[src/rem_pkg.sv]
`timescale 1ns / 1ps
// Shared widths, limits and handshake types for the rating error metrics block.
// No dependencies; used by rem_divsqrt and rating_error_metrics.
package rem_pkg;

  localparam int RATING_W  = 16;
  localparam int ABS_W     = 16;
  localparam int SQ_W      = 2 * ABS_W;
  localparam int SQ_SUM_W  = 54;
  localparam int ABS_SUM_W = 38;
  localparam int CNT_W     = 21;
  localparam int OUT_W     = 17;
  localparam int MAX_PAIRS = 1048576;

  localparam int ROOT_W    = SQ_SUM_W / 2;
  localparam int REM_W     = ROOT_W + 3;
  localparam int STEP_W    = $clog2(SQ_SUM_W);

  typedef enum logic {
    OP_DIV,
    OP_SQRT
  } rem_op_e;

  typedef struct packed {
    logic    start;
    rem_op_e op;
  } rem_cmd_t;

  typedef struct packed {
    logic busy;
    logic done;
  } rem_sts_t;

endpackage

[src/rem_divsqrt.sv]
`timescale 1ns / 1ps
// Bit-serial restoring divider and digit-by-digit square root on one shared subtractor.
// Depends on rem_pkg for widths, the operation code and the command and status structs.
module rem_divsqrt (
  input  logic                          clk_i,
  input  logic                          rst_ni,
  input  rem_pkg::rem_cmd_t             cmd_i,
  input  logic [rem_pkg::SQ_SUM_W-1:0]  operand_i,
  input  logic [rem_pkg::CNT_W-1:0]     divisor_i,
  output rem_pkg::rem_sts_t             sts_o,
  output logic [rem_pkg::SQ_SUM_W-1:0]  result_o
);

  localparam int XW = rem_pkg::SQ_SUM_W;
  localparam int RW = rem_pkg::REM_W;
  localparam int CW = rem_pkg::CNT_W;
  localparam int QW = rem_pkg::ROOT_W;

  logic                     busy_q, busy_d;
  logic                     done_q, done_d;
  rem_pkg::rem_op_e         op_q, op_d;
  logic [rem_pkg::STEP_W-1:0] cnt_q, cnt_d;
  logic [RW-1:0]            rem_q, rem_d;
  logic [XW-1:0]            x_q, x_d;
  logic [XW-1:0]            q_q, q_d;
  logic [CW-1:0]            dvs_q, dvs_d;

  logic [RW-1:0]            op_a;
  logic [RW-1:0]            op_b;
  logic [RW:0]              diff;
  logic                     ge;

  always_comb begin
    if (op_q == rem_pkg::OP_DIV) begin
      op_a = {{(RW-CW-1){1'b0}}, rem_q[CW-1:0], x_q[XW-1]};
      op_b = {{(RW-CW){1'b0}}, dvs_q};
    end else begin
      op_a = {rem_q[RW-3:0], x_q[XW-1:XW-2]};
      op_b = {1'b0, q_q[QW-1:0], 2'b01};
    end
    diff = {1'b0, op_a} - {1'b0, op_b};
    ge   = ~diff[RW];
  end

  always_comb begin
    busy_d = busy_q;
    done_d = 1'b0;
    op_d   = op_q;
    cnt_d  = cnt_q;
    rem_d  = rem_q;
    x_d    = x_q;
    q_d    = q_q;
    dvs_d  = dvs_q;
    if (busy_q) begin
      rem_d = ge ? diff[RW-1:0] : op_a;
      q_d   = {q_q[XW-2:0], ge};
      x_d   = (op_q == rem_pkg::OP_DIV) ? {x_q[XW-2:0], 1'b0} : {x_q[XW-3:0], 2'b00};
      cnt_d = cnt_q - 1'b1;
      if (cnt_q == '0) begin
        busy_d = 1'b0;
        done_d = 1'b1;
      end
    end else if (cmd_i.start) begin
      busy_d = 1'b1;
      op_d   = cmd_i.op;
      rem_d  = '0;
      q_d    = '0;
      x_d    = operand_i;
      dvs_d  = divisor_i;
      cnt_d  = (cmd_i.op == rem_pkg::OP_DIV) ? rem_pkg::STEP_W'(XW - 1)
                                              : rem_pkg::STEP_W'(QW - 1);
    end
  end

  always_ff @(posedge clk_i or negedge rst_ni) begin
    if (!rst_ni) begin
      busy_q <= 1'b0;
      done_q <= 1'b0;
      op_q   <= rem_pkg::OP_DIV;
      cnt_q  <= '0;
    end else begin
      busy_q <= busy_d;
      done_q <= done_d;
      op_q   <= op_d;
      cnt_q  <= cnt_d;
    end
  end

  always_ff @(posedge clk_i) begin
    rem_q <= rem_d;
    x_q   <= x_d;
    q_q   <= q_d;
    dvs_q <= dvs_d;
  end

  assign sts_o.busy = busy_q;
  assign sts_o.done = done_q;
  assign result_o   = q_q;

endmodule

[src/rating_error_metrics.sv]
`timescale 1ns / 1ps
// Top level: accumulates squared and absolute rating errors and reports RMSE and MAE.
// Depends on rem_pkg and rem_divsqrt.
//
//   channel  direction  handshake              payload
//   in       input      in_valid_i/in_ready_o  actual_rating_i, predicted_rating_i, last_pair_i
//   out      output     out_valid_o/out_ready_i rmse_value_o, mae_value_o, valid_total_o,
//                                               no_valid_flag_o
//
// A pair is accepted with its absolute difference taken, then squared, then accumulated.
// A last pair adds a count check, two 54-step divides and a 27-step root on the shared
// subtract unit in rem_divsqrt. in_ready_o is low while a pair works.
// Reset clears the sums and count at once; no clearing pass.
// The result waits in an output register; new pairs are taken meanwhile, and only the next
// result waits for the register to empty.
module rating_error_metrics (
  input  logic                                clk_i,
  input  logic                                rst_ni,
  input  logic                                in_valid_i,
  output logic                                in_ready_o,
  input  logic signed [rem_pkg::RATING_W-1:0] actual_rating_i,
  input  logic signed [rem_pkg::RATING_W-1:0] predicted_rating_i,
  input  logic                                last_pair_i,
  output logic                                out_valid_o,
  input  logic                                out_ready_i,
  output logic [rem_pkg::OUT_W-1:0]           rmse_value_o,
  output logic [rem_pkg::OUT_W-1:0]           mae_value_o,
  output logic [rem_pkg::CNT_W-1:0]           valid_total_o,
  output logic                                no_valid_flag_o
);

  localparam logic [2:0] ST_IDLE = 3'd0;
  localparam logic [2:0] ST_SQR  = 3'd1;
  localparam logic [2:0] ST_ACC  = 3'd2;
  localparam logic [2:0] ST_CHK  = 3'd3;
  localparam logic [2:0] ST_WDA  = 3'd4;
  localparam logic [2:0] ST_WDS  = 3'd5;
  localparam logic [2:0] ST_WSR  = 3'd6;
  localparam logic [2:0] ST_OUT  = 3'd7;

  localparam int RW = rem_pkg::RATING_W;
  localparam int AW = rem_pkg::ABS_W;
  localparam int SW = rem_pkg::SQ_SUM_W;
  localparam int BW = rem_pkg::ABS_SUM_W;
  localparam int CW = rem_pkg::CNT_W;
  localparam int OW = rem_pkg::OUT_W;

  logic [2:0]          state_q, state_d;
  logic [AW-1:0]       ad_q, ad_d;
  logic [rem_pkg::SQ_W-1:0] sq_q, sq_d;
  logic                take_q, take_d;
  logic                last_q, last_d;
  logic [SW-1:0]       sq_sum_q, sq_sum_d;
  logic [BW-1:0]       abs_sum_q, abs_sum_d;
  logic [CW-1:0]       cnt_q, cnt_d;
  logic [OW-1:0]       mae_q, mae_d;
  logic [OW-1:0]       rmse_q, rmse_d;
  logic                out_valid_q, out_valid_d;
  logic [OW-1:0]       out_rmse_q, out_rmse_d;
  logic [OW-1:0]       out_mae_q, out_mae_d;
  logic [CW-1:0]       out_cnt_q, out_cnt_d;
  logic                out_flag_q, out_flag_d;

  logic signed [RW:0]  diff;
  logic [RW:0]         diff_abs;
  logic                in_fire;

  rem_pkg::rem_cmd_t   cmd;
  logic [SW-1:0]       unit_x;
  rem_pkg::rem_sts_t   sts;
  logic [SW-1:0]       unit_res;

  rem_divsqrt u_divsqrt (
    .clk_i     (clk_i),
    .rst_ni    (rst_ni),
    .cmd_i     (cmd),
    .operand_i (unit_x),
    .divisor_i (cnt_q),
    .sts_o     (sts),
    .result_o  (unit_res)
  );

  assign in_ready_o = (state_q == ST_IDLE);
  assign in_fire    = in_valid_i & in_ready_o;

  always_comb begin
    diff     = {actual_rating_i[RW-1], actual_rating_i}
             - {predicted_rating_i[RW-1], predicted_rating_i};
    diff_abs = diff[RW] ? (-diff) : diff;
  end

  always_comb begin
    state_d     = state_q;
    ad_d        = ad_q;
    sq_d        = sq_q;
    take_d      = take_q;
    last_d      = last_q;
    sq_sum_d    = sq_sum_q;
    abs_sum_d   = abs_sum_q;
    cnt_d       = cnt_q;
    mae_d       = mae_q;
    rmse_d      = rmse_q;
    out_valid_d = out_valid_q & ~out_ready_i;
    out_rmse_d  = out_rmse_q;
    out_mae_d   = out_mae_q;
    out_cnt_d   = out_cnt_q;
    out_flag_d  = out_flag_q;
    cmd.start   = 1'b0;
    cmd.op      = rem_pkg::OP_DIV;
    unit_x      = {{(SW-BW){1'b0}}, abs_sum_q};

    case (state_q)
      ST_IDLE: begin
        if (in_fire) begin
          ad_d    = diff_abs[AW-1:0];
          take_d  = (predicted_rating_i != '0) && (cnt_q < CW'(rem_pkg::MAX_PAIRS));
          last_d  = last_pair_i;
          state_d = ST_SQR;
        end
      end
      ST_SQR: begin
        sq_d    = ad_q * ad_q;
        state_d = ST_ACC;
      end
      ST_ACC: begin
        if (take_q) begin
          sq_sum_d  = sq_sum_q + {{(SW-rem_pkg::SQ_W){1'b0}}, sq_q};
          abs_sum_d = abs_sum_q + {{(BW-AW){1'b0}}, ad_q};
          cnt_d     = cnt_q + 1'b1;
        end
        state_d = last_q ? ST_CHK : ST_IDLE;
      end
      ST_CHK: begin
        if (cnt_q == '0) begin
          mae_d   = '0;
          rmse_d  = '0;
          state_d = ST_OUT;
        end else begin
          cmd.start = 1'b1;
          state_d   = ST_WDA;
        end
      end
      ST_WDA: begin
        if (sts.done) begin
          mae_d     = unit_res[OW-1:0];
          cmd.start = 1'b1;
          unit_x    = sq_sum_q;
          state_d   = ST_WDS;
        end
      end
      ST_WDS: begin
        if (sts.done) begin
          cmd.start = 1'b1;
          cmd.op    = rem_pkg::OP_SQRT;
          unit_x    = unit_res;
          state_d   = ST_WSR;
        end
      end
      ST_WSR: begin
        if (sts.done) begin
          rmse_d  = unit_res[OW-1:0];
          state_d = ST_OUT;
        end
      end
      ST_OUT: begin
        if (!out_valid_q || out_ready_i) begin
          out_valid_d = 1'b1;
          out_rmse_d  = rmse_q;
          out_mae_d   = mae_q;
          out_cnt_d   = cnt_q;
          out_flag_d  = (cnt_q == '0);
          sq_sum_d    = '0;
          abs_sum_d   = '0;
          cnt_d       = '0;
          state_d     = ST_IDLE;
        end
      end
      default: begin
        state_d = ST_IDLE;
      end
    endcase
  end

  always_ff @(posedge clk_i or negedge rst_ni) begin
    if (!rst_ni) begin
      state_q     <= ST_IDLE;
      sq_sum_q    <= '0;
      abs_sum_q   <= '0;
      cnt_q       <= '0;
      out_valid_q <= 1'b0;
    end else begin
      state_q     <= state_d;
      sq_sum_q    <= sq_sum_d;
      abs_sum_q   <= abs_sum_d;
      cnt_q       <= cnt_d;
      out_valid_q <= out_valid_d;
    end
  end

  always_ff @(posedge clk_i) begin
    ad_q       <= ad_d;
    sq_q       <= sq_d;
    take_q     <= take_d;
    last_q     <= last_d;
    mae_q      <= mae_d;
    rmse_q     <= rmse_d;
    out_rmse_q <= out_rmse_d;
    out_mae_q  <= out_mae_d;
    out_cnt_q  <= out_cnt_d;
    out_flag_q <= out_flag_d;
  end

  assign out_valid_o     = out_valid_q;
  assign rmse_value_o    = out_rmse_q;
  assign mae_value_o     = out_mae_q;
  assign valid_total_o   = out_cnt_q;
  assign no_valid_flag_o = out_flag_q;

endmodule
[config.mk]
export PLATFORM = sky130hd
export DESIGN_NAME = rating_error_metrics
export DESIGN_NICKNAME = d
export VERILOG_FILES = /design/src/rem_pkg.sv /design/src/rem_divsqrt.sv /design/src/rating_error_metrics.sv
export SDC_FILE = /design/constraint.sdc
export NUM_CORES = 1
export LEC_CHECK = 0
export ABC_AREA = 1
export BUFFER_PORTS_ARGS = -buffer_cell sky130_fd_sc_hd__buf_2
export CORE_MARGIN = 3
export CORE_UTILIZATION = 47
export CTS_CLUSTER_DIAMETER = 30
export CTS_CLUSTER_SIZE = 20
export DETAILED_ROUTE_END_ITERATION = 8
export GPL_TIMING_DRIVEN = 0
export PLACE_DENSITY = 0.7
export SYNTH_ARGS = -nofsm -noshare
export SYNTH_HDL_FRONTEND = slang
export SYNTH_SLANG_ARGS = --single-unit
[constraint.sdc]
create_clock -name clk_i -period 8.7 [get_ports clk_i]
set_input_delay 0 -clock clk_i [delete_from_list [all_inputs] [get_ports clk_i]]
set_output_delay 0 -clock clk_i [all_outputs]
set_load 0.01 [all_outputs]
# Yosys cells after proc, flatten, opt, wreduce, memory -nomap -nowiden
# Index checks and enable logic that the tools add are counted.
[classes]
order_cmp = 1
n_eq_ne = 14
reduce_logical = 18
mul = 1
n_bitwise = 5
add_sub_neg = 7
muxes = 50
[ops]
columns = ["operator", "count"]
rows = [
  ["two-way mux 54 bit", 9],
  ["case mux 54 bit (2 select lines)", 2],
  ["two-way mux 28 bit", 3],
  ["two-way mux 38 bit", 2],
  ["case mux 38 bit (2 select lines)", 1],
  ["case mux 17 bit (2 select lines)", 2],
  ["adder 54 x 32 -> 54 bit", 1],
  ["two-way mux 21 bit", 2],
  ["case mux 21 bit (2 select lines)", 1],
  ["adder 38 x 16 -> 38 bit", 1],
  ["two-way mux 17 bit", 2],
  ["multiplier 16 x 16 -> 32 bit", 1],
  ["subtractor 30 x 29 -> 31 bit", 1],
  ["two-way mux 30 bit", 1],
  ["two-way mux 29 bit", 1],
  ["case mux 3 bit (8 select lines)", 1],
  ["adder 21 x 1 -> 21 bit (second input constant)", 1],
  ["zero test 21 bit", 1],
  ["< comparator 21 bit (second input constant)", 1],
  ["two-way mux 6 bit", 3],
  ["subtractor 16 x 16 -> 17 bit", 1],
  ["two-way mux 16 bit", 1],
  ["negator 16 bit", 1],
  ["nonzero test 16 bit", 1],
  ["other kinds (21)", 55],
]
[totals]
regBits = 423
wordCells = 119

# Longest topological paths before layout
[logic_depth]
ltp_word = 5
ltp_mapped = 27

# By module
# A second synthesis with hierarchy kept.
[unflattened]
cells_unflattened = 4238
hier_area_um2 = 33180.6
[by_module_without_submodules]
columns = ["module", "n_inst", "cells_each", "area_each_um2"]
rows = [
  ["rating_error_metrics", 1, 3025, 23338.6],
  ["rem_divsqrt", 1, 1213, 9841.9],
]

# Worst setup path after synthesis
# OpenSTA, ideal clock, no wires.
[synth_timing]
kind = "register to register"
from = "register cnt_q[10]"
to = "register u_divsqrt.rem_q[0], enable pin"
setup_slack_ns = 2.845
required_time_ns = 7.162
period_less_slack_ns = 5.855
setup_ns = 1.538
arrival_ns = 4.317
path_buffers = 0
path_stages_with_launch = 6
path_cell_list = "dfrtp_1 > or2_2 > nor4_1 > nand3_1 > nand2_1 > nand3_1"
[synth_via]
elab_chain_cells = 4
[synth_rtl]
columns = ["element", "line_no", "rtl"]
rows = [
  ["start: declaration", "rating_error_metrics.sv:55", "logic [CW-1:0] cnt_q, cnt_d;"],
  ["start signal: assignment", "rating_error_metrics.sv:195", "cnt_q <= cnt_d;"],
  ["zero test 21 bit", "rating_error_metrics.sv:134", "if (cnt_q == '0) begin"],
  ["two-way mux 1 bit", "rating_error_metrics.sv:134", ""],
  ["case mux 1 bit (3 select lines)", "rating_error_metrics.sv:112", "case (state_q)"],
  ["nonzero test 2 bit (no line)", "-", ""],
  ["end signal: assignment", "rem_divsqrt.sv:90", "rem_q <= rem_d;"],
  ["end: declaration", "rem_divsqrt.sv:23", "logic [RW-1:0] rem_q, rem_d;"],
]
# Every way passes these cells.
# A chain may end at the register's enable or synchronous reset.

# Worst setup path after layout
[layout_timing]
from = "register ad_q[4]"
to = "register sq_q[22] (netlist name) (data pin)"
[layout_via]
elab_chain_cells = 1
[layout_rtl]
columns = ["element", "line_no", "rtl"]
rows = [
  ["start: declaration", "rating_error_metrics.sv:49", "logic [AW-1:0] ad_q, ad_d;"],
  ["start signal: assignment", "rating_error_metrics.sv:201", "ad_q <= ad_d;"],
  ["multiplier 16 x 16 -> 32 bit", "rating_error_metrics.sv:122", "sq_d = ad_q * ad_q;"],
  ["end signal: assignment", "rating_error_metrics.sv:202", "sq_q <= sq_d;"],
  ["end: declaration", "rating_error_metrics.sv:50", "logic [rem_pkg::SQ_W-1:0] sq_q, sq_d;"],
]
# Every way passes these cells.

==> results <==
- The flow ran to the end, but the final reports show violations.
- The final reports fail on hold timing.
- The synthesized area per cell is between 7 and 8 sq um.
- The count of cell types in the netlist is between 50 and 60.
- The clock latency on the worst-skew pair is roughly 630 ps.
- The arrival time of data at the critical path endpoint is approximately 7400 ps.
- The met1 routed wirelength after detailed routing is 40970 um.
- Counting the buffers created by CTS gives between 80 and 90.
- The count of synthesis-stage warnings from yosys is 0.
- Setup violations remaining at the end of the flow were counted as 0.
- 95 I/O pins were placed.
- The number of hold buffers added after CTS was 8.
- Cell internal power was estimated by the tool at 0.004499 W.
- The DRC marker count from the first detailed-route iteration is approximately 3000.
- The number of pins exceeding their max-slew limit in the final report is 0.
- The pin slew with the least headroom to its limit is 996.9 ps.
- For this run, the total global-route usage over all layers was measured as approximately 27%.
- Setup repair after global routing left no endpoint under its margin.
- The post-synth net total is around 4500.
- The flip-flop and latch count after synthesis is about 420.
- The worst setup margin is 1680 ps.
- The area overhead of the layout relative to synthesis is 15.48%.
- Buffers placed on the I/O ports in this run total 94.
- The top routing layer in use is met4.
- On the final layout, the worst clock skew is around 30 ps.
- The capturing element type of the critical path is a register.
- The post-route netlist has just over 7% of its cells at a drive strength greater than 1.
- The standard cell core area is around 0.068 sq mm.
- The cell family with the largest share of critical-path delay is adder cells.
- Yosys attributes the largest share of cell area to sky130_fd_sc_hd__edfxtp_1 27%, sky130_fd_sc_hd__fa_1 10%, sky130_fd_sc_hd__nand2_1 10%.
- After detailed routing, the average wire length per cell comes to 18.25 um.
- The startpoint identified for the worst hold timing path is predicted_rating_i[14].
- In this run, flip-flops and latches consume about 37% of the power.
- The first-pass iteration count of the detailed router is 6.
- The gate count of the mapped netlist is roughly 4100.
- The cell at the slowest stage of the critical path is sky130_fd_sc_hd__edfxtp_1.
- The tool flagged a number of max-cap violations equal to 0.
- Traced cell by cell, the critical path runs through clkbuf_1, clkbuf_1, nand2_1, fa_1, fa_1, inv_1, fa_1, fa_1, fa_1, inv_1, fa_1, inv_1, ha_1, nand2_1, nor2_1, inv_1, o21ai_0, nand3_1, nand2_1, nand2_1, nand3_1, nand2_1.
- The post-placement cell area is 0.03436 sq mm.
- The number of cells after detailed placement is 5106.
- The path category of the worst min-delay check is in2reg.
- The critical setup path kind is reg2reg.
- The highest ir drop seen on vdd is 0.1874 mV.
- After routing, the total negative slack on setup checks comes to 0 ps.
- The number of sinks handled by clock tree synthesis is 422.
- The largest net degree at the start of global routing is 82.
- For this run, the leading register cell type out of synthesis is sky130_fd_sc_hd__edfxtp_1.
- The die outline width is about 270 um.
- The number of buffers between clock root and the deepest sink is 3.
- In this design, the stage delay of the slowest critical-path cell is a little over 600 ps.
- The first global-routing pass estimated between 150000 and 200000 um of wire.
- The worst hold endpoint is take_q$_DFFE_PP_.
- The initial standard-cell utilization of the core is between 40% and 50%.
- The worst path uses about four fifths of the clock period.
- The synthesized area is 0.03253 sq mm.
- Along the worst path, the maximum fanout reaches 10.
- At the placement stage, the worst setup path has a slack of ~1700 ps.
- The total number of vias is between 20000 and 30000.
- After the last flow step, the layout net total stands at 4682.
- In this run the power spent charging and discharging nets is 0.001262 W.
- The worst slack on hold paths is -5.596 ps.
- The endpoint of the most critical register-to-register path is sq_q[22]$_DFFE_PP_.
- STA classifies the critical path startpoint as a register.
- The routed design uses around 43000 um of met2 wire.
- In this run the critical register-to-register path is launched from ad_q[4]$_DFFE_PP_.
- After clock tree synthesis, the clock-pin slew on the worst setup and hold paths is roughly 50 ps.
- The critical path crosses 22 cells after its start point.
- The reported leakage power is ~18 nW.
- The headroom to the max-slew limit is around 34%.
- The worst hold path was traced through 3 stages.
- In this run the register-to-register setup slack is about 1700 ps.
- The remaining global-route overflow is 0.
- The amount of wire on met3 after detailed routing is about 9000 um.
- Net switching is between 20% and 30% of the power.
- The congestion estimate from routability-driven global placement came to ~0.99.
- The overall routed net length is about 96000 um.
- The number of endpoints with negative hold slack in the final report is 1.
- The H-tree was split into 3 levels.
- In the synthesized netlist the async set-or-reset flop fraction comes to between 20% and 30%.
- Once layout is done, the placed cells without fillers occupy 0.03756 sq mm.
- The number of global-route vias before repair is between 20000 and 30000.
- The count of nets left with antenna violations after detail routing is 0.
- In the routed layout, each cell is associated on average with a via count of about 5.4.
- Counting flops with a built-in enable in the synthesized netlist gives a little under 300.
- The number of antenna violations at the first check in global routing is 0.
- Measured along the y axis, the die boundary spans between 200 and 300 um.
- The CTS root buffer is sky130_fd_sc_hd__clkbuf_16.
- The combinational cell fraction of total power is 2.6%.
- In this run the power density over the cells is 153.4 mW/mm^2.
- The sequential fraction of the synthesis area is between 30% and 40%.
- The number of cells on the worst reg-to-reg path is 22.
- After the flow finishes, the layout carries non-filler instances totaling between 5000 and 6000.
- The routed design could run at a clock period as short as 7020 ps.
- The buffer count from post-CTS setup fixing is 0.
- 0 antenna diodes ended up in the layout.
- The number of remaining DRC errors is 0.
- Row generation in the floorplan step produced 95 rows.
- The TritonCTS clock tree is yes.
- Once the clock tree was built, the resizer swapped 0 gates to a different size.
- The combined buffer and inverter count along the critical path is 6.
- Static timing analysis puts the maximum clock frequency at between 100 and 150 MHz.
- The share of total power dissipated in the clock network is about three fifths.
- The floorplan step defined a die boundary enclosing approximately 0.072 sq mm.
- The cell occurring most often along the worst timing path is sky130_fd_sc_hd__fa_1.
- Summed over all nets, the half-perimeter wirelength after detailed placement is 75480 um.
- The biggest area contributor in the post-synthesis netlist is sky130_fd_sc_hd__edfxtp_1.
- The fraction of post-synthesis cell area in the top cell type by area is 27.32%.
- At the worst endpoint, the required time is slightly above 9000 ps.
==> worst max-delay path by stage <==
stage | to | startpoint | slack [ps]
2_1_floorplan | u_divsqrt.rem_q[0]$_SDFFCE_PN0P_ | cnt_q[10]$_DFFE_PN0P_ | 2840
3_5_place_dp | sq_q[25]$_DFFE_PP_ | ad_q[4]$_DFFE_PP_ | 1750
4_1_cts | sq_q[25]$_DFFE_PP_ | ad_q[4]$_DFFE_PP_ | 1720
6_report | sq_q[22]$_DFFE_PP_ | ad_q[4]$_DFFE_PP_ | 1680
3_3_place_gp | u_divsqrt.result_o[45]$_SDFFCE_PN0P_ | cnt_q[10]$_DFFE_PN0P_ | 330
5_1_grt | sq_q[22]$_DFFE_PP_ | ad_q[4]$_DFFE_PP_ | 1300
==> Yosys cell counts, drive strengths merged (3+ instances only) <==
library cell / instances
nand2: 894
inv: 773
nor2: 400
o21ai: 307
edfxtp: 296
a21oi: 224
nand3: 198
ha: 197
fa: 167
dfrtp: 126
clkbuf: 92
nor3: 50
nand4: 48
o22ai: 45
xor2: 40
xnor2: 31
buf: 30
nor4: 21
o21bai: 18
o221ai: 18
o32ai: 15
a21o: 13
or2: 13
nand3b: 10
a21boi: 9
a31oi: 9
o211ai: 9
o21a: 7
mux2i: 5
nor3b: 4
and2: 3
==> flip-flops by register name, summed over array words and instances, names as in the netlist <==
register	count
ad_q	16
u_divsqrt.x_q	54
out_valid_o	1
rmse_q	17
u_divsqrt.dvs_q	21
abs_sum_q	38
rmse_value_o	17
last_q	1
mae_value_o	17
sq_sum_q	54
u_divsqrt.rem_q	28
cnt_q	21
u_divsqrt.busy_q	1
u_divsqrt.done_q	1
mae_q	17
state_q	3
sq_q	31
no_valid_flag_o	1
u_divsqrt.result_o	54
take_q	1
u_divsqrt.cnt_q	6
u_divsqrt.op_q	1
valid_total_o	21
==> cells in the final DEF, fill, tap and decap left out, types with 13 or more instances in the layout <==
cell / count
sky130_fd_sc_hd__dfrtp_1: 126
sky130_fd_sc_hd__fa_1: 167
sky130_fd_sc_hd__o221ai_1: 18
sky130_fd_sc_hd__nor3_1: 48
sky130_fd_sc_hd__inv_1: 771
sky130_fd_sc_hd__ha_1: 197
sky130_fd_sc_hd__clkbuf_16: 88
sky130_fd_sc_hd__buf_2: 109
sky130_fd_sc_hd__nor2_1: 396
sky130_fd_sc_hd__clkbuf_1: 98
sky130_fd_sc_hd__xnor2_1: 31
sky130_fd_sc_hd__a21o_1: 13
sky130_fd_sc_hd__xor2_1: 40
sky130_fd_sc_hd__nor4_1: 20
sky130_fd_sc_hd__o21bai_1: 18
sky130_fd_sc_hd__nand2_1: 889
sky130_fd_sc_hd__a21oi_1: 223
sky130_fd_sc_hd__buf_1: 13
sky130_fd_sc_hd__o22ai_1: 45
sky130_fd_sc_hd__nand4_1: 47
sky130_fd_sc_hd__o32ai_1: 15
sky130_fd_sc_hd__o21ai_0: 302
sky130_fd_sc_hd__clkinv_2: 13
sky130_fd_sc_hd__nand3_1: 197
sky130_fd_sc_hd__or2_2: 13
sky130_fd_sc_hd__bufinv_16: 13
sky130_fd_sc_hd__edfxtp_1: 296
==> power by group through the flow <==
stage / Sequential [W] / Clock, W / Combinational [W]
global route: 0.00214 / 0.00361 / 0.000176
global placement: 0.00218 / 0 / 0.000141
CTS: 0.00214 / 0.00350 / 0.000150
floorplan: 0.00218 / 0 / 0.0000999
detailed placement: 0.00218 / 0 / 0.000145
finish: 0.00214 / 0.00347 / 0.000149
==> cells by family after synthesis <==
logic type / count (synthesis) / synth area share [%]
AOI/OAI and AO/OA: 684 / 11.65
and+or+nand+nor: 1641 / 20.96
xor gates and xnor gates: 71 / 1.912
muxes: 6 / 0.1885
DFF: 422 / 37.02
buffers and inverters: 896 / 10.41
adders and majority gates: 364 / 17.85
==> worst reg2reg max path, cell delays in order, from the launching register on <==
cell and delay (ps):
sky130_fd_sc_hd__edfxtp_1 610, sky130_fd_sc_hd__clkbuf_1 440, sky130_fd_sc_hd__clkbuf_1 560, sky130_fd_sc_hd__nand2_1 170
sky130_fd_sc_hd__fa_1 560, sky130_fd_sc_hd__fa_1 540, sky130_fd_sc_hd__inv_1 50, sky130_fd_sc_hd__fa_1 530
sky130_fd_sc_hd__fa_1 440, sky130_fd_sc_hd__fa_1 560, sky130_fd_sc_hd__inv_1 60, sky130_fd_sc_hd__fa_1 530
sky130_fd_sc_hd__inv_1 40, sky130_fd_sc_hd__ha_1 350, sky130_fd_sc_hd__nand2_1 120, sky130_fd_sc_hd__nor2_1 190
sky130_fd_sc_hd__inv_1 50, sky130_fd_sc_hd__o21ai_0 470, sky130_fd_sc_hd__nand3_1 130, sky130_fd_sc_hd__nand2_1 140
sky130_fd_sc_hd__nand2_1 80, sky130_fd_sc_hd__nand3_1 70, sky130_fd_sc_hd__nand2_1 60
==> through the flow <==
step                total power, W  utilization, %  hold WS, ps
detailed placement        0.002324           50.63       -14.94
floorplan                 0.002280               -       -295.6
global route              0.005925           55.35        34.70
CTS                       0.005796           55.35        3.771
global placement          0.002320           50.32        178.0
finish                    0.005761           55.35       -5.596
==> layer usage <==
metal | track usage, % | up-vias
li1 | - | 13700
met1 | 36.90 | 13310
met2 | 42.80 | 1225
met3 | 5.320 | 202
met4 | 9.513 | 0
met5 | 0 | -
==> cell type report <==
cell class	count	area [sq um]
multi-input cells	2766	17140
plain buffers	122	485.5
repair buffers	109	742.0
inverters	774	2905
fillers	6232	30310
flip-flops and latches	422	12040
well taps	921	1152
clock buffers	99	2283
clock inverters	63	819.5
No activity file was read; power rests on OpenSTA's default activity.
